<file path="config.mk">
export PLATFORM = sky130hd
export DESIGN_NAME = scsi_caching_mode_page_engine
export DESIGN_NICKNAME = d
export VERILOG_FILES = /design/src/sv/scmp_pkg.sv /design/src/sv/scmp_ctrl.sv /design/src/sv/scmp_dp.sv /design/src/sv/scsi_caching_mode_page_engine.sv
export SDC_FILE = /design/constraint.sdc
export NUM_CORES = 1
export LEC_CHECK = 0
export BUFFER_PORTS_ARGS = -buffer_cell sky130_fd_sc_hd__buf_2
export CAP_MARGIN = 20
export CELL_PAD_IN_SITES_DETAIL_PLACEMENT = 1
export CELL_PAD_IN_SITES_GLOBAL_PLACEMENT = 2
export CORE_AREA = 2 2 198 161
export DETAILED_ROUTE_END_ITERATION = 10
export DIE_AREA = 0 0 200 163
export PLACE_DENSITY = 0.8
export SLEW_MARGIN = 10
export SYNTH_ARGS = -nofsm -noshare
export SYNTH_HDL_FRONTEND = slang
export SYNTH_HIERARCHICAL = 1
export SYNTH_SLANG_ARGS = --single-unit
export TNS_END_PERCENT = 50
</file>
<file path="constraint.sdc">
create_clock -name aclk -period 7.6 [get_ports aclk]
set_input_delay 1.9 -clock aclk [delete_from_list [all_inputs] [get_ports aclk]]
set_output_delay 1.9 -clock aclk [all_outputs]
set_load 0.05 [all_outputs]
</file>
<file path="src/sv/scmp_pkg.sv">
package scmp_pkg;

    typedef enum logic [1:0] {
        OP_SENSE   = 2'd0,
        OP_SELECT  = 2'd1,
        OP_PARAM   = 2'd2,
        OP_FEATURE = 2'd3
    } op_t;

    typedef enum logic [1:0] {
        KIND_BYTE    = 2'd0,
        KIND_DONE    = 2'd1,
        KIND_REQUEST = 2'd2
    } kind_t;

    typedef enum logic [2:0] {
        SC_GOOD       = 3'd0,
        SC_BAD_BUFFER = 3'd1,
        SC_BAD_CDB    = 3'd2,
        SC_LIST_LEN   = 3'd3,
        SC_BAD_LIST   = 3'd4,
        SC_OVERRUN    = 3'd5,
        SC_MEDIUM     = 3'd6
    } status_t;

    typedef enum logic [1:0] {
        PH_IDLE = 2'd0,
        PH_LIST = 2'd1,
        PH_WAIT = 2'd2
    } phase_t;

    typedef enum logic {
        CS_IDLE   = 1'b0,
        CS_STREAM = 1'b1
    } ctrl_state_t;

    localparam logic [5:0] CACHING_PAGE = 6'h08;
    localparam logic [5:0] ALL_PAGES    = 6'h3F;
    localparam logic [7:0] CACHING_LEN  = 8'h12;
    localparam logic [7:0] WCE_MASK     = 8'h04;
    localparam logic [3:0] HDR_SHORT    = 4'd4;
    localparam logic [3:0] HDR_LONG     = 4'd8;
    localparam logic [4:0] PAGE_BYTES   = 5'd20;
    localparam logic       REG_CACHE_PRESENT = 1'b0;

    typedef struct packed {
        logic take;
        logic step;
        logic streaming;
    } cmd_t;

    typedef struct packed {
        logic out_free;
        logic start_stream;
        logic stream_end;
    } sts_t;

endpackage

</file>
<file path="src/sv/scmp_ctrl.sv">
module scmp_ctrl (
    input  logic            aclk,
    input  logic            aresetn,
    input  logic            s_valid,
    output logic            s_ready,
    input  scmp_pkg::sts_t  sts,
    output scmp_pkg::cmd_t  cmd
);

    scmp_pkg::ctrl_state_t state_reg, state_next;

    always_ff @(posedge aclk) begin
        if (!aresetn) begin
            state_reg <= scmp_pkg::CS_IDLE;
        end else begin
            state_reg <= state_next;
        end
    end

    always_comb begin
        state_next    = state_reg;
        s_ready       = 1'b0;
        cmd.take      = 1'b0;
        cmd.step      = 1'b0;
        cmd.streaming = 1'b0;
        case (state_reg)
            scmp_pkg::CS_IDLE: begin
                s_ready  = sts.out_free;
                cmd.take = s_valid && sts.out_free;
                if (cmd.take && sts.start_stream) begin
                    state_next = scmp_pkg::CS_STREAM;
                end
            end
            scmp_pkg::CS_STREAM: begin
                cmd.streaming = 1'b1;
                cmd.step      = sts.out_free;
                if (sts.out_free && sts.stream_end) begin
                    state_next = scmp_pkg::CS_IDLE;
                end
            end
            default: begin
                state_next = scmp_pkg::CS_IDLE;
            end
        endcase
    end

endmodule

</file>
<file path="src/sv/scmp_dp.sv">
module scmp_dp (
    input  logic            aclk,
    input  logic            aresetn,
    input  scmp_pkg::cmd_t  cmd,
    output scmp_pkg::sts_t  sts,
    input  logic [1:0]      operation,
    input  logic            is_ten_byte,
    input  logic [5:0]      page_sel,
    input  logic [15:0]     length,
    input  logic            buffer_ok,
    input  logic [7:0]      data_byte,
    input  logic            feature_ok,
    input  logic            cache_present,
    output logic            m_valid,
    input  logic            m_ready,
    output logic [1:0]      kind,
    output logic [7:0]      response_byte,
    output logic            last,
    output logic [2:0]      status,
    output logic [15:0]     actual_length,
    output logic            cache_request
);

    // result register
    logic        m_valid_reg, m_valid_next;
    logic [1:0]  kind_reg;
    logic [7:0]  byte_reg;
    logic        last_reg;
    logic [2:0]  status_reg;
    logic [15:0] actual_reg;
    logic        req_reg;

    // sense stream
    logic [4:0]  n_reg, n_next;
    logic [4:0]  idx_reg, idx_next;
    logic        zero_reg, zero_next;
    logic        ten_reg, ten_next;

    // select list walk
    scmp_pkg::phase_t  phase_reg, phase_next;
    scmp_pkg::status_t err_reg, err_next;
    logic        long_reg, long_next;
    logic [15:0] list_len_reg, list_len_next;
    logic [16:0] pos_reg, pos_next;
    logic [15:0] desc_reg, desc_next;
    logic [16:0] npo_reg, npo_next;
    logic [5:0]  code_reg, code_next;
    logic [16:0] cpos_reg, cpos_next;
    logic        plen_nz_reg, plen_nz_next;
    logic        saw_reg, saw_next;
    logic        newbit_reg, newbit_next;
    logic        wce_reg, wce_next;

    // combinational decode
    scmp_pkg::op_t op;
    logic [3:0]  hdr;
    logic        len_short;
    logic [15:0] room;
    logic [4:0]  used;
    logic [4:0]  total;
    logic        page_ok;
    logic [4:0]  stream_n;
    logic [3:0]  s_hdr;
    logic [4:0]  s_page;
    logic [7:0]  s_byte;
    logic [3:0]  b_hdr;
    logic [15:0] desc_full;
    logic [16:0] hdr_plus;
    logic [16:0] page_end;

    logic        out_load;
    logic [1:0]  o_kind;
    logic [7:0]  o_byte;
    logic        o_last;
    logic [2:0]  o_status;
    logic [15:0] o_actual;
    logic        o_req;

    assign op        = scmp_pkg::op_t'(operation);
    assign hdr       = is_ten_byte ? scmp_pkg::HDR_LONG : scmp_pkg::HDR_SHORT;
    assign len_short = length < {12'd0, hdr};
    assign room      = length - {12'd0, hdr};
    assign used      = (room < 16'(scmp_pkg::PAGE_BYTES)) ? room[4:0] : scmp_pkg::PAGE_BYTES;
    assign total     = {1'b0, hdr} + used;
    assign page_ok   = (page_sel == scmp_pkg::CACHING_PAGE)
                    || (page_sel == scmp_pkg::ALL_PAGES);
    assign stream_n  = len_short ? length[4:0] : total;

    assign sts.out_free     = !m_valid_reg || m_ready;
    assign sts.start_stream = (op == scmp_pkg::OP_SENSE) && buffer_ok && (len_short || page_ok);
    assign sts.stream_end   = idx_reg == n_reg;

    assign s_hdr  = ten_reg ? scmp_pkg::HDR_LONG : scmp_pkg::HDR_SHORT;
    assign s_page = idx_reg - {1'b0, s_hdr};

    always_comb begin
        s_byte = 8'd0;
        if (!zero_reg) begin
            if (idx_reg < {1'b0, s_hdr}) begin
                if (ten_reg) begin
                    if (idx_reg == 5'd1) begin
                        s_byte = {3'd0, n_reg - 5'd2};
                    end
                end else if (idx_reg == 5'd0) begin
                    s_byte = {3'd0, n_reg - 5'd1};
                end
            end else begin
                case (s_page)
                    5'd0:    s_byte = {2'd0, scmp_pkg::CACHING_PAGE};
                    5'd1:    s_byte = scmp_pkg::CACHING_LEN;
                    5'd2:    s_byte = wce_reg ? scmp_pkg::WCE_MASK : 8'd0;
                    default: s_byte = 8'd0;
                endcase
            end
        end
    end

    assign b_hdr     = long_reg ? scmp_pkg::HDR_LONG : scmp_pkg::HDR_SHORT;
    assign desc_full = long_reg ? {desc_reg[15:8], data_byte} : {8'd0, data_byte};
    assign hdr_plus  = 17'(b_hdr) + {1'b0, desc_full};
    assign page_end  = npo_reg + 17'd2 + 17'(data_byte);

    always_comb begin
        m_valid_next  = m_valid_reg;
        n_next        = n_reg;
        idx_next      = idx_reg;
        zero_next     = zero_reg;
        ten_next      = ten_reg;
        phase_next    = phase_reg;
        err_next      = err_reg;
        long_next     = long_reg;
        list_len_next = list_len_reg;
        pos_next      = pos_reg;
        desc_next     = desc_reg;
        npo_next      = npo_reg;
        code_next     = code_reg;
        cpos_next     = cpos_reg;
        plen_nz_next  = plen_nz_reg;
        saw_next      = saw_reg;
        newbit_next   = newbit_reg;
        wce_next      = wce_reg;
        out_load      = 1'b0;
        o_kind        = scmp_pkg::KIND_DONE;
        o_byte        = 8'd0;
        o_last        = 1'b1;
        o_status      = scmp_pkg::SC_GOOD;
        o_actual      = 16'd0;
        o_req         = 1'b0;

        if (cmd.take) begin
            case (op)
                scmp_pkg::OP_SENSE: begin
                    phase_next = scmp_pkg::PH_IDLE;
                    if (!buffer_ok) begin
                        out_load = 1'b1;
                        o_status = scmp_pkg::SC_BAD_BUFFER;
                    end else if (sts.start_stream) begin
                        n_next    = stream_n;
                        idx_next  = 5'd0;
                        zero_next = len_short;
                        ten_next  = is_ten_byte;
                    end else begin
                        out_load = 1'b1;
                        o_status = scmp_pkg::SC_BAD_CDB;
                    end
                end
                scmp_pkg::OP_SELECT: begin
                    phase_next = scmp_pkg::PH_IDLE;
                    if (length == 16'd0) begin
                        out_load = 1'b1;
                    end else if (!buffer_ok || len_short) begin
                        out_load = 1'b1;
                        o_status = scmp_pkg::SC_LIST_LEN;
                    end else begin
                        phase_next    = scmp_pkg::PH_LIST;
                        long_next     = is_ten_byte;
                        list_len_next = length;
                        pos_next      = 17'd0;
                        desc_next     = 16'd0;
                        npo_next      = 17'd0;
                        code_next     = 6'd0;
                        cpos_next     = 17'd0;
                        plen_nz_next  = 1'b0;
                        saw_next      = 1'b0;
                        newbit_next   = wce_reg;
                        err_next      = scmp_pkg::SC_GOOD;
                    end
                end
                scmp_pkg::OP_PARAM: begin
                    if (phase_reg == scmp_pkg::PH_LIST) begin
                        if (err_reg == scmp_pkg::SC_GOOD) begin
                            if (pos_reg < 17'(b_hdr)) begin
                                if (long_reg) begin
                                    if (pos_reg == 17'd6) begin
                                        desc_next = {data_byte, 8'd0};
                                    end else if (pos_reg == 17'd7) begin
                                        desc_next = desc_full;
                                    end
                                end else if (pos_reg == 17'd3) begin
                                    desc_next = desc_full;
                                end
                                if (pos_reg == 17'(b_hdr) - 17'd1) begin
                                    if (hdr_plus > {1'b0, list_len_reg}) begin
                                        err_next = scmp_pkg::SC_BAD_LIST;
                                    end else begin
                                        npo_next = hdr_plus;
                                    end
                                    plen_nz_next = 1'b0;
                                end
                            end else if (pos_reg == npo_reg) begin
                                code_next    = data_byte[5:0];
                                plen_nz_next = 1'b0;
                            end else if (pos_reg == npo_reg + 17'd1) begin
                                plen_nz_next = data_byte != 8'd0;
                                cpos_next    = npo_reg + 17'd2;
                                if (page_end > {1'b0, list_len_reg}) begin
                                    err_next = scmp_pkg::SC_OVERRUN;
                                end else begin
                                    npo_next = page_end;
                                end
                            end else if (plen_nz_reg && pos_reg == cpos_reg
                                         && code_reg == scmp_pkg::CACHING_PAGE) begin
                                saw_next    = 1'b1;
                                newbit_next = data_byte[2];
                            end
                        end
                        pos_next = pos_reg + 17'd1;
                        if (pos_next >= {1'b0, list_len_reg}) begin
                            phase_next = scmp_pkg::PH_IDLE;
                            out_load   = 1'b1;
                            if (err_next != scmp_pkg::SC_GOOD) begin
                                o_status = err_next;
                            end else if (saw_next && cache_present && newbit_next != wce_reg) begin
                                phase_next = scmp_pkg::PH_WAIT;
                                o_kind     = scmp_pkg::KIND_REQUEST;
                                o_req      = newbit_next;
                            end else begin
                                o_actual = list_len_reg;
                            end
                        end
                    end
                end
                scmp_pkg::OP_FEATURE: begin
                    if (phase_reg == scmp_pkg::PH_WAIT) begin
                        phase_next = scmp_pkg::PH_IDLE;
                        out_load   = 1'b1;
                        if (!feature_ok) begin
                            o_status = scmp_pkg::SC_MEDIUM;
                        end else begin
                            wce_next = newbit_reg;
                            o_actual = list_len_reg;
                        end
                    end
                end
                default: begin
                end
            endcase
        end else if (cmd.step) begin
            out_load = 1'b1;
            if (sts.stream_end) begin
                o_actual = {11'd0, n_reg};
            end else begin
                o_kind   = scmp_pkg::KIND_BYTE;
                o_byte   = s_byte;
                o_last   = 1'b0;
                idx_next = idx_reg + 5'd1;
            end
        end

        if (out_load) begin
            m_valid_next = 1'b1;
        end else if (m_ready) begin
            m_valid_next = 1'b0;
        end
    end

    always_ff @(posedge aclk) begin
        if (!aresetn) begin
            m_valid_reg  <= 1'b0;
            phase_reg    <= scmp_pkg::PH_IDLE;
            err_reg      <= scmp_pkg::SC_GOOD;
            long_reg     <= 1'b0;
            list_len_reg <= 16'd0;
            pos_reg      <= 17'd0;
            desc_reg     <= 16'd0;
            npo_reg      <= 17'd0;
            code_reg     <= 6'd0;
            cpos_reg     <= 17'd0;
            plen_nz_reg  <= 1'b0;
            saw_reg      <= 1'b0;
            newbit_reg   <= 1'b0;
            wce_reg      <= 1'b0;
            n_reg        <= 5'd0;
            idx_reg      <= 5'd0;
            zero_reg     <= 1'b0;
            ten_reg      <= 1'b0;
        end else begin
            m_valid_reg  <= m_valid_next;
            phase_reg    <= phase_next;
            err_reg      <= err_next;
            long_reg     <= long_next;
            list_len_reg <= list_len_next;
            pos_reg      <= pos_next;
            desc_reg     <= desc_next;
            npo_reg      <= npo_next;
            code_reg     <= code_next;
            cpos_reg     <= cpos_next;
            plen_nz_reg  <= plen_nz_next;
            saw_reg      <= saw_next;
            newbit_reg   <= newbit_next;
            wce_reg      <= wce_next;
            n_reg        <= n_next;
            idx_reg      <= idx_next;
            zero_reg     <= zero_next;
            ten_reg      <= ten_next;
        end
    end

    always_ff @(posedge aclk) begin
        if (out_load) begin
            kind_reg   <= o_kind;
            byte_reg   <= o_byte;
            last_reg   <= o_last;
            status_reg <= o_status;
            actual_reg <= o_actual;
            req_reg    <= o_req;
        end
    end

    assign m_valid       = m_valid_reg;
    assign kind          = kind_reg;
    assign response_byte = byte_reg;
    assign last          = last_reg;
    assign status        = status_reg;
    assign actual_length = actual_reg;
    assign cache_request = req_reg;

endmodule

</file>
<file path="src/sv/scsi_caching_mode_page_engine.sv">
// Caching mode page engine: keeps the write-cache-enable bit and serves mode sense and
// mode select for the caching page. Input transfers carry a command, a select list byte or
// a feature completion; each result transfer is a response byte, a completion or a
// set-features request, with tlast on the final result of an input. Items that give at
// most one result are accepted back to back while the result register drains.
// A sense that returns data streams n response bytes (at most 28): it is decoded when
// taken, then each byte and then the completion go out, paced by the output register.
// cache_present is at APB address 0 (bit 0).
module scsi_caching_mode_page_engine (
    input  logic        aclk,
    input  logic        aresetn,
    input  logic        s_tvalid,
    output logic        s_tready,
    input  logic [39:0] s_tdata,  // is_ten_byte, page_sel[5:0], length[15:0], buffer_ok,
                                  // data_byte[7:0], feature_ok, zero fill
    input  logic [1:0]  s_tuser,  // operation
    output logic        m_tvalid,
    input  logic        m_tready,
    output logic [31:0] m_tdata,  // response_byte[7:0], status[2:0], actual_length[15:0],
                                  // cache_request, zero fill
    output logic [1:0]  m_tuser,  // kind
    output logic        m_tlast,
    input  logic        psel,
    input  logic        penable,
    input  logic        pwrite,
    input  logic [2:0]  paddr,
    input  logic [31:0] pwdata,
    output logic [31:0] prdata,
    output logic        pready
);

    scmp_pkg::cmd_t cmd;
    scmp_pkg::sts_t sts;

    logic        cache_present_reg;
    logic        cfg_write;
    logic [7:0]  response_byte;
    logic [2:0]  status;
    logic [15:0] actual_length;
    logic        cache_request;

    assign pready    = 1'b1;
    assign cfg_write = psel && penable && pwrite && pready
                    && (paddr[2] == scmp_pkg::REG_CACHE_PRESENT);

    always_ff @(posedge aclk) begin
        if (!aresetn) begin
            cache_present_reg <= 1'b0;
        end else if (cfg_write) begin
            cache_present_reg <= pwdata[0];
        end
    end

    assign prdata = (paddr[2] == scmp_pkg::REG_CACHE_PRESENT) ? {31'd0, cache_present_reg}
                                                              : 32'd0;

    scmp_ctrl u_ctrl (
        .aclk    (aclk),
        .aresetn (aresetn),
        .s_valid (s_tvalid),
        .s_ready (s_tready),
        .sts     (sts),
        .cmd     (cmd)
    );

    scmp_dp u_dp (
        .aclk          (aclk),
        .aresetn       (aresetn),
        .cmd           (cmd),
        .sts           (sts),
        .operation     (s_tuser),
        .is_ten_byte   (s_tdata[0]),
        .page_sel      (s_tdata[6:1]),
        .length        (s_tdata[22:7]),
        .buffer_ok     (s_tdata[23]),
        .data_byte     (s_tdata[31:24]),
        .feature_ok    (s_tdata[32]),
        .cache_present (cache_present_reg),
        .m_valid       (m_tvalid),
        .m_ready       (m_tready),
        .kind          (m_tuser),
        .response_byte (response_byte),
        .last          (m_tlast),
        .status        (status),
        .actual_length (actual_length),
        .cache_request (cache_request)
    );

    assign m_tdata = {4'd0, cache_request, actual_length, status, response_byte};

    a_last_marks_non_byte: assert property (@(posedge aclk) disable iff (!aresetn)
        m_tvalid |-> (m_tlast == (m_tuser != scmp_pkg::KIND_BYTE)))
        else $error("tlast does not match result kind");

    a_stream_blocks_input: assert property (@(posedge aclk) disable iff (!aresetn)
        cmd.streaming |-> !s_tready)
        else $error("input taken during sense stream");

    a_stream_starts: assert property (@(posedge aclk) disable iff (!aresetn)
        (s_tvalid && s_tready && sts.start_stream) |=> cmd.streaming)
        else $error("sense stream did not start");

    a_request_clean: assert property (@(posedge aclk) disable iff (!aresetn)
        (m_tvalid && m_tuser == scmp_pkg::KIND_REQUEST) |-> (status == scmp_pkg::SC_GOOD
            && actual_length == 16'd0 && response_byte == 8'd0))
        else $error("set-features request carries stray fields");

endmodule
</file>
# Word level (Yosys, flattened, before mapping)
# Cells that the tools add are included.
# classes
add_sub_neg	12
n_mul	0
div	0
order_cmp	7
eq_ne	43
n_shift	0
n_mux	155
bitwise_logic	10
n_reduce_logical	42
# ops
operator	count
16-bit 2-to-1 mux	18
17-bit 2-to-1 mux	16
17-bit case mux with 2 select lines	3
17-bit == test	4
16-bit case mux with 2 select lines	2
3-bit 2-to-1 mux	21
5-bit 2-to-1 mux	11
1-bit 2-to-1 mux	47
6-bit 2-to-1 mux	6
17-bit by 1-bit adder with 17-bit output, second input constant	2
17-bit by 3-bit == test with 1-bit output, second input constant	2
17-bit by 16-bit greater-than comparator with 1-bit output	2
2-bit 2-to-1 mux	16
8-bit case mux with 3 select lines	1
2-bit by 1-bit inequality test with 1-bit output, second input constant	9
9-bit AND reduction	2
17-bit by 2-bit adder with 17-bit output, second input constant	1
17-bit by 8-bit adder with 17-bit output	1
4-bit by 16-bit adder with 17-bit output	1
17-bit by 2-bit == test with 1-bit output, second input constant	1
17-bit by 16-bit >= comparator with 1-bit output	1
17-bit by 4-bit < comparator with 1-bit output	1
16-bit zero test	1
16-bit by 4-bit < comparator with 1-bit output	1
other kinds (48)	99
# word_totals
reg_bits	145
latchBits	0
ram_bits	0
romBits	0
inputBits	84
output_inout_bits	70
word_cells	295
memories	0

# Logic depth before layout (Yosys ltp)
# Gate-level depths: netlist (run 1).
# depth
word_depth	19
depth_mapped	24
depth_no_buf	21

# Modules after synthesis
# Netlist (run 1), hierarchy kept.
# by_module_without_submodules
mod	n_inst	cells_per_inst	area_each_um2	seq_area_each_um2
scmp_dp	1	1247	10216.0	2922.8
scsi_caching_mode_page_engine	1	45	352.8	20.0
scmp_ctrl	1	8	67.6	20.0

# Worst setup path after synthesis (run 1)
# OpenSTA, ideal clock, no wires.
# synth_timing
path_type	in2reg
start	input s_tdata[24]
end	register u_dp.actual_reg[10], in the netlist u_dp/actual_length[10], data pin
setup_ns	0.128
arrival_ns	6.037
t_required_ns	7.472
slack_ns	1.435
cell_stages	20
n_path_buf	1
path_cell_list	ha_1 -> inv_1 -> fa_1 -> nand2b_1 -> a211oi_1 -> o22ai_1 -> or2_2 -> nor2_1 -> xnor2_1 -> ha_1 -> a21o_1 -> a211oi_1 -> o21ai_0 -> o31ai_1 -> o311ai_4 -> nand2_2 -> o311ai_4 -> o31ai_4 -> buf_6 -> and2_4
# synth_via
elab_chain_cells	16
elab_cells_between_ends	21
cone_classes	add/sub: 2; order compare: 2; mux: 16; reduce/logical: 1
# synth_rtl
item	line_no	text
start: declaration	scsi_caching_mode_page_engine.sv:14	input logic [39:0] s_tdata,
17-bit by 8-bit adder with 17-bit output / 16-bit 2-to-1 mux (equally long branches)	scmp_dp.sv:121, scmp_dp.sv:119	
17-bit by 16-bit greater-than comparator with 1-bit output / 4-bit by 16-bit adder with 17-bit output (equally long branches)	scmp_dp.sv:216, scmp_dp.sv:120	
3-bit 2-to-1 mux / 17-bit by 16-bit greater-than comparator with 1-bit output (equally long branches)	scmp_dp.sv:216, scmp_dp.sv:203	
3-bit 2-to-1 mux, on equally long branches	scmp_dp.sv:213, scmp_dp.sv:203	
3-bit 2-to-1 mux, on equally long branches	scmp_dp.sv:210, scmp_dp.sv:202	
3-bit 2-to-1 mux (*)	scmp_dp.sv:192	if (pos_reg < 17'(b_hdr)) begin
3-bit 2-to-1 mux (*)	scmp_dp.sv:191	if (err_reg == scmp_pkg::SC_GOOD) begin
3-bit 2-to-1 mux (*)	scmp_dp.sv:190	if (phase_reg == scmp_pkg::PH_LIST) begin
3-bit 2-to-1 mux (*)	scmp_dp.sv:151	case (op)
3-bit 2-to-1 mux (*)	scmp_dp.sv:150	if (cmd.take) begin
3-bit nonzero test (*)	scmp_dp.sv:231	if (err_next != scmp_pkg::SC_GOOD) begin
16-bit 2-to-1 mux (*)	scmp_dp.sv:231	
16-bit 2-to-1 mux (*)	scmp_dp.sv:228	if (pos_next >= {1'b0, list_len_reg}) begin
16-bit 2-to-1 mux (*)	scmp_dp.sv:190	
16-bit case mux with 2 select lines (*)	scmp_dp.sv:151	
16-bit 2-to-1 mux (*)	scmp_dp.sv:150	
end signal: assignment	scmp_dp.sv:325	actual_reg <= o_actual;
end: declaration	scmp_dp.sv:30	logic [15:0] actual_reg;
# Every way passes the cells marked *; elsewhere a longest branch is shown, timed or not. The select of a mux whose other input is x is not followed.
# A chain may end at the register's enable or synchronous reset.

# Worst setup path in the final report (run 1)
# layout_timing
start	input s_tdata[24]
end	register u_dp.actual_reg[1], in the netlist u_dp/actual_length[1], data pin
# layout_via
elab_chain_cells	16
elab_cells_between_ends	21
cone_classes	add/sub: 2; order compare: 2; mux: 16; reduce/logical: 1
# layout_rtl
item	line_no	text
17-bit by 8-bit adder with 17-bit output / 16-bit 2-to-1 mux (equally long branches)	scmp_dp.sv:121, scmp_dp.sv:119	
17-bit by 16-bit greater-than comparator with 1-bit output / 4-bit by 16-bit adder with 17-bit output (equally long branches)	scmp_dp.sv:216, scmp_dp.sv:120	
3-bit 2-to-1 mux / 17-bit by 16-bit greater-than comparator with 1-bit output (equally long branches)	scmp_dp.sv:216, scmp_dp.sv:203	
3-bit 2-to-1 mux, on equally long branches	scmp_dp.sv:213, scmp_dp.sv:203	
3-bit 2-to-1 mux, on equally long branches	scmp_dp.sv:210, scmp_dp.sv:202	
3-bit 2-to-1 mux (*)	scmp_dp.sv:192	
3-bit 2-to-1 mux (*)	scmp_dp.sv:191	
3-bit 2-to-1 mux (*)	scmp_dp.sv:190	
3-bit 2-to-1 mux (*)	scmp_dp.sv:151	
3-bit 2-to-1 mux (*)	scmp_dp.sv:150	
3-bit nonzero test (*)	scmp_dp.sv:231	
16-bit 2-to-1 mux (*)	scmp_dp.sv:231	
16-bit 2-to-1 mux (*)	scmp_dp.sv:228	
16-bit 2-to-1 mux (*)	scmp_dp.sv:190	
16-bit case mux with 2 select lines (*)	scmp_dp.sv:151	
16-bit 2-to-1 mux (*)	scmp_dp.sv:150	
via u_dp.o_actual[1]	scmp_dp.sv:76	logic [15:0] o_actual;
# The timed path passes the listed nets; every way through them passes the cells marked *. The select of a mux whose other input is x is not followed.

==> summary.md, run 1 <==
| Metric | Value |
|---|---|
| Syn Inst Count | `1299` |
| Area growth syn-to-layout | `9.61%` |
| CP max FO | `16` |
| Final setup skew | `0.0115 ns` |
| TritonCTS Buffers | `17` |
| Antenna fix cells | `0` |
| Largest net degree at the start of global routing | `62` |
| Dpl ws | `0.891 ns` |
| Root buffer cell | `clkbuf_16` |
| Crit start category | `input port` |
| Period minus WS final | `6.37 ns` |
| Status | `completed` |
| Drc violations | `0` |
| CTS max path bufs | `2` |
| Routed Antenna Nets | `0` |
| Worst vdd ir | `0.148 mV` |
| Drt first pass iters | `5` |
| Design Power | `1.82 mW` |
| Die width | `200 um` |
| Total Die Area | `32600 um2` |
| Die H | `163 um` |
| Worst slew pin tran | `0.955 ns` |
| Setup violations, final | `0` |
| Post-Syn Area | `10600 um2` |
| Routed wire length | `37200 um` |
| CTS sink count | `134` |
| HP Start | `u_dp/code_reg[5]` |
| Filler cell count | `3764` |
| Fin crit share | `83.8%` |
| Required time worst endpoint | `7.91 ns` |
| Most frequent cells in the layout | `nor2_1 (125), nand2_1 (123), dfxtp_1 (106)` |
| Vias post-DR | `9744` |
| Max stage delay on crit path | `0.40 ns` |
| 1st-iter DRT viols | `715` |
| CP max stage cell | `fa_1` |
| Gr usage total | `23.4%` |
| RSZ-0062 raised after global routing | `false` |
| Setup TNS | `0 ns` |
| Final net count | `1491` |
| Commonest non-fill, non-tap cell in the layout | `nor2_1` |
| I/O pin count | `154` |
| Max-slew violations | `0` |
| H-tree depth | `4` |
| Worst-Skew Late Latency | `0.45 ns` |
| Final non-filler cell total | `1753` |
| Worst-path cell chain | `buf_2 > ha_1 > inv_1 > fa_1 > nand2b_1 > a211oi_1 > o22ai_1 > or2_2 > nor2_1 > xnor2_1 > ha_1 > a21o_1 > a211oi_1 > o21ai_0 > o31ai_1 > buf_4 > nand4b_4 > nand2_2 > o311ai_4 > o31ai_4 > buf_4 > a22o_1` |
| Global-route wire length before repair | `57300 um` |
| Final Hold Vio Count | `0` |
| Cts hold-fix bufs | `0` |
| Leak | `4.76 nW` |
| Initial core utilization | `34.5%` |
| CTS resizes | `0` |
| Critical path launch point | `s_tdata[24]` |
| Congestion Overflow GR | `0` |
| Vias in the first global route | `9660` |
| Power density cells | `156 nW/um2` |
| PortBufs | `74` |
| Worst Slack Setup Final | `1.23 ns` |
| Slew margin rel. | `36.3%` |
| HP Class | `flip-flop to flip-flop` |
| Top delay family on crit path | `compound AO/OA/AOI/OAI gates` |
| Std-Cell Core Area | `30800 um2` |
| Fmax | `0.157 GHz` |
| Crit. End Element | `flip-flop` |
| Clk pin slew, worst setup/hold paths | `0.06 ns` |
| Vias/cell | `5.56` |
| WS Path Type | `input port to flip-flop` |
| CP Data Arrival Time | `6.68 ns` |
| DPL Wire Length | `28500 um` |
| Buf+Inv Stages, Crit Path | `4` |
| Initial antenna violation count | `0` |
| Placed Instances | `1721` |
| Share of cells above drive strength 1 | `11.6%` |
| Total number of yosys warnings | `6` |
| Row count | `58` |
| DR WL/cell | `21.2 um` |
| Worst r2r src | `u_dp/npo_reg[2]` |
| Syn avg cell area | `8.18 um2` |
| Placer congestion estimate | `0.890` |
| CTS tree | `yes` |
| Post-CTS Setup Bufs | `0` |
| Max-cap violations | `0` |
final cells by class:
cell class | count | area (um2) | area share (%)
sequential | 134 | 2960 | 25.4
clock inverter | 11 | 103 | 0.881
tap | 420 | 526 | 4.51
inverter | 61 | 229 | 1.97
clock buffer | 21 | 460 | 3.95
timing repair buffer | 81 | 430 | 3.69
multi-input combinational | 1025 | 6940 | 59.6
power breakdown:
group / switching (mW) / internal (mW)
Clock: 0.344 / 0.467
Combinational: 0.197 / 0.0695
Sequential: 0.00770 / 0.733
per-stage QoR:
step / cell area, um2 / utilization, % / hold WS [ns]
after detailed placement: 11100 / 35.9 / 0.451
after global routing: 11600 / 37.8 / 0.485
after CTS: 11600 / 37.8 / 0.459
after global placement: 11100 / 35.9 / 0.437
after floorplan: 10800 / - / 0.427
final: 11600 / 37.8 / 0.456
final timing paths:
| check | endpoint | slack [ns] | cells after the start |
|---|---|---|---|
| setup reg to reg | u_dp/actual_length[1] | 1.41 | 22 |
| hold / removal | u_dp/code_reg[5] | 0.46 | 2 |
| hold reg to reg | u_dp/code_reg[5] | 0.46 | 2 |
| setup / recovery | u_dp/actual_length[1] | 1.23 | 22 |
layer usage:
layer  vias to the layer above  global-route usage, %  wire length, um
met5                         -                      0                0
met1                      4891                   34.1            18500
met4                         0                   4.98              393
li1                       4605                      -                -
met2                       225                   35.9            16500
met3                        23                   4.18             1810
tightest hold or removal path: cells and delay by family, from the launching register on:
kind	cells	cell delay (ns)
flip-flops	1	0.31
AND/OR/NAND/NOR	1	0.05
AO/OA/AOI/OAI	1	0.05
Note: power is estimated with default switching activity, not from simulation.
==> run 2, diff against run 1 <==
==> constraint.sdc (replaced) <==
create_clock -name aclk -period 5.9 [get_ports aclk]
set_input_delay 1.475 -clock aclk [delete_from_list [all_inputs] [get_ports aclk]]
set_output_delay 1.475 -clock aclk [all_outputs]
set_load 0.05 [all_outputs]
==> run 2 against run 1 <==
Compared with the run above: final cell count increased by 2.6%; sequential power increased by 28%; worst hold slack improved by 0.0064 ns; critical path type unchanged; global-route usage increased by 0.13 points; largest cell class unchanged.
==> summary.md, run 2 (synthesis gave the netlist of run 1 again) <==
| Metric | Value |
|---|---|
| DR WL/cell | `21.0 um` |
| Root buffer cell | `clkbuf_16` |
| Worst Slack Setup Final | `0.251 ns` |
| Leak | `5.03 nW` |
| Drt first pass iters | `5` |
| Fmax | `0.177 GHz` |
| Power density cells | `203 nW/um2` |
| PortBufs | `74` |
| Max-cap violations | `0` |
| Period minus WS final | `5.65 ns` |
| Cell repeated most along the worst path | `buf_4` |
| Crit. End Element | `flip-flop` |
| Setup violations, final | `0` |
| Final setup skew | `0.0161 ns` |
| Congestion Overflow GR | `0` |
| Status | `completed` |
| TritonCTS Buffers | `17` |
| Cts hold-fix bufs | `0` |
| Most frequent cells in the layout | `nor2_1 (125), nand2_1 (123), dfxtp_1 (106)` |
| Die H | `163 um` |
| Worst-Skew Late Latency | `0.44 ns` |
| CTS tree | `yes` |
| Final instance area | `12100 um2` |
| Top delay family on crit path | `compound AO/OA/AOI/OAI gates` |
| Clk pwr share | `46.4%` |
| CTS max path bufs | `2` |
| Max-slew violations | `0` |
| CTS sink count | `134` |
| Antenna fix cells | `0` |
| Worst slew pin tran | `1.15 ns` |
| Vias post-DR | `9851` |
| I/O pin count | `154` |
| Final Hold Vio Count | `0` |
| Std-Cell Core Area | `30800 um2` |
| Total Die Area | `32600 um2` |
| Largest net degree at the start of global routing | `51` |
| Gr usage total | `23.5%` |
| Fin crit share | `95.7%` |
| Row count | `58` |
| Slew margin rel. | `22.5%` |
| Clk pin slew, worst setup/hold paths | `0.06 ns` |
| Buf+Inv Stages, Crit Path | `5` |
| Vias/cell | `5.48` |
| Worst vdd ir | `0.198 mV` |
| Worst-path cell chain | `buf_2 > ha_1 > inv_1 > fa_1 > nand2b_1 > a211oi_1 > buf_4 > o22ai_1 > or2_2 > nor2_1 > xnor2_1 > ha_1 > a21o_1 > a211oi_2 > o21ai_0 > o31ai_1 > buf_4 > o311ai_4 > a211oi_4 > buf_4 > o21ai_2 > o41ai_1` |
| Filler cell count | `3727` |
| Initial core utilization | `34.5%` |
| Combinational power share | `14.9%` |
| Drc violations | `0` |
| Sequential share of power | `38.7%` |
| Switch Pwr | `0.705 mW` |
| Crit start category | `input port` |
| Routed Antenna Nets | `0` |
| H-tree depth | `4` |
| Placer congestion estimate | `0.881` |
| CP Data Arrival Time | `5.95 ns` |
| CP max FO | `4` |
| Sw frac | `28.7%` |
| CP max stage cell | `o41ai_1` |
| Placed cell area | `11400 um2` |
| Routed wire length | `37800 um` |
| Commonest non-fill, non-tap cell in the layout | `nor2_1` |
| WS Path Type | `input port to flip-flop` |
| Required time worst endpoint | `6.20 ns` |
| P_int | `1.75 mW` |
| DPL Wire Length | `29100 um` |
| Max stage delay on crit path | `0.44 ns` |
| Final net count | `1536` |
| HP Class | `flip-flop to flip-flop` |
| Area growth syn-to-layout | `13.8%` |
| 1st-iter DRT viols | `714` |
| Share of cells above drive strength 1 | `14.5%` |
| Die width | `200 um` |
| Global-route wire length before repair | `57800 um` |
| Initial antenna violation count | `0` |
| Dpl ws | `-0.172 ns` |
| Vias in the first global route | `9796` |
-- run 2: cell count changes in the layout (fill, tap and decap cells not counted), sizes merged --
cell	delta
clkbuf	+1
o21ai	+2
clkinvlp	-3
buf	+43
bufinv	+2
-- run 2: worst register-to-register path, stage by stage, from the launching register on --
cell	delay [ns]
dfxtp_1	0.68
nand3_1	0.17
xnor2_1	0.58
ha_1	0.34
a21oi_1	0.11
o21ai_0	0.33
o22ai_1	0.18
or2_2	0.34
nor2_1	0.15
xnor2_1	0.17
ha_1	0.29
a21o_1	0.19
a211oi_2	0.20
o21ai_0	0.10
o31ai_1	0.31
buf_4	0.20
o311ai_4	0.11
a211oi_4	0.28
buf_4	0.20
o21ai_2	0.10
o41ai_1	0.44
-- run 2: per-layer routing --
metal / track usage, % / up-vias / wire (um)
met5: 0 / - / 0
met4: 4.78 / 0 / 453
met3: 4.39 / 28 / 2400
met2: 36.7 / 256 / 16900
met1: 33.7 / 4850 / 18000
li1: - / 4717 / -
-- run 2: per-stage QoR --
stage	instances	hold slack [ns]	utilization (%)	power [mW]	setup TNS, ns
detailed placement	1761	0.451	36.9	1.33	-4.00
CTS	1793	0.462	38.9	2.47	0
global placement	1761	0.435	36.9	1.32	-2.91
finish	1798	0.462	39.2	2.46	0
floorplan	1335	0.427	-	1.23	0
global route	1798	0.492	39.2	2.55	-0.0336
-- run 2: worst paths after layout --
| check | from | endpoint | slack, ns | cells past startpoint |
|---|---|---|---|---|
| min reg2reg | u_dp/code_reg[5] | u_dp/code_reg[5] | 0.46 | 2 |
| max reg2reg | u_dp/npo_reg[3] | u_dp/npo_reg[14] | 0.31 | 20 |
| max | s_tdata[24] | u_dp/npo_reg[14] | 0.25 | 22 |
| min | u_dp/code_reg[5] | u_dp/code_reg[5] | 0.46 | 2 |
-- run 2: layout make-up --
class | count | area, um2 | share of cell area (%)
Clock buffer | 22 | 475 | 3.93
Clock inverter | 10 | 144 | 1.19
Inverter | 61 | 229 | 1.89
Multi-Input combinational cell | 1027 | 6990 | 57.8
Sequential cell | 134 | 2960 | 24.5
Tap cell | 420 | 526 | 4.35
Timing Repair Buffer | 124 | 766 | 6.33
-- run 2: repair_timing --
action	CTS	global route
resized for setup	0	5
endpoints found under the setup margin	0	37
setup buffers	0	2
-- run 2: power by group through the flow --
stage | sequential [mW] | clock [mW] | combinational, mW
6_report | 0.952 | 1.14 | 0.366
3_5_place_dp | 0.972 | 0 | 0.356
4_1_cts | 0.952 | 1.16 | 0.358
3_3_place_gp | 0.972 | 0 | 0.351
2_1_floorplan | 0.991 | 0 | 0.241
5_1_grt | 0.952 | 1.20 | 0.393
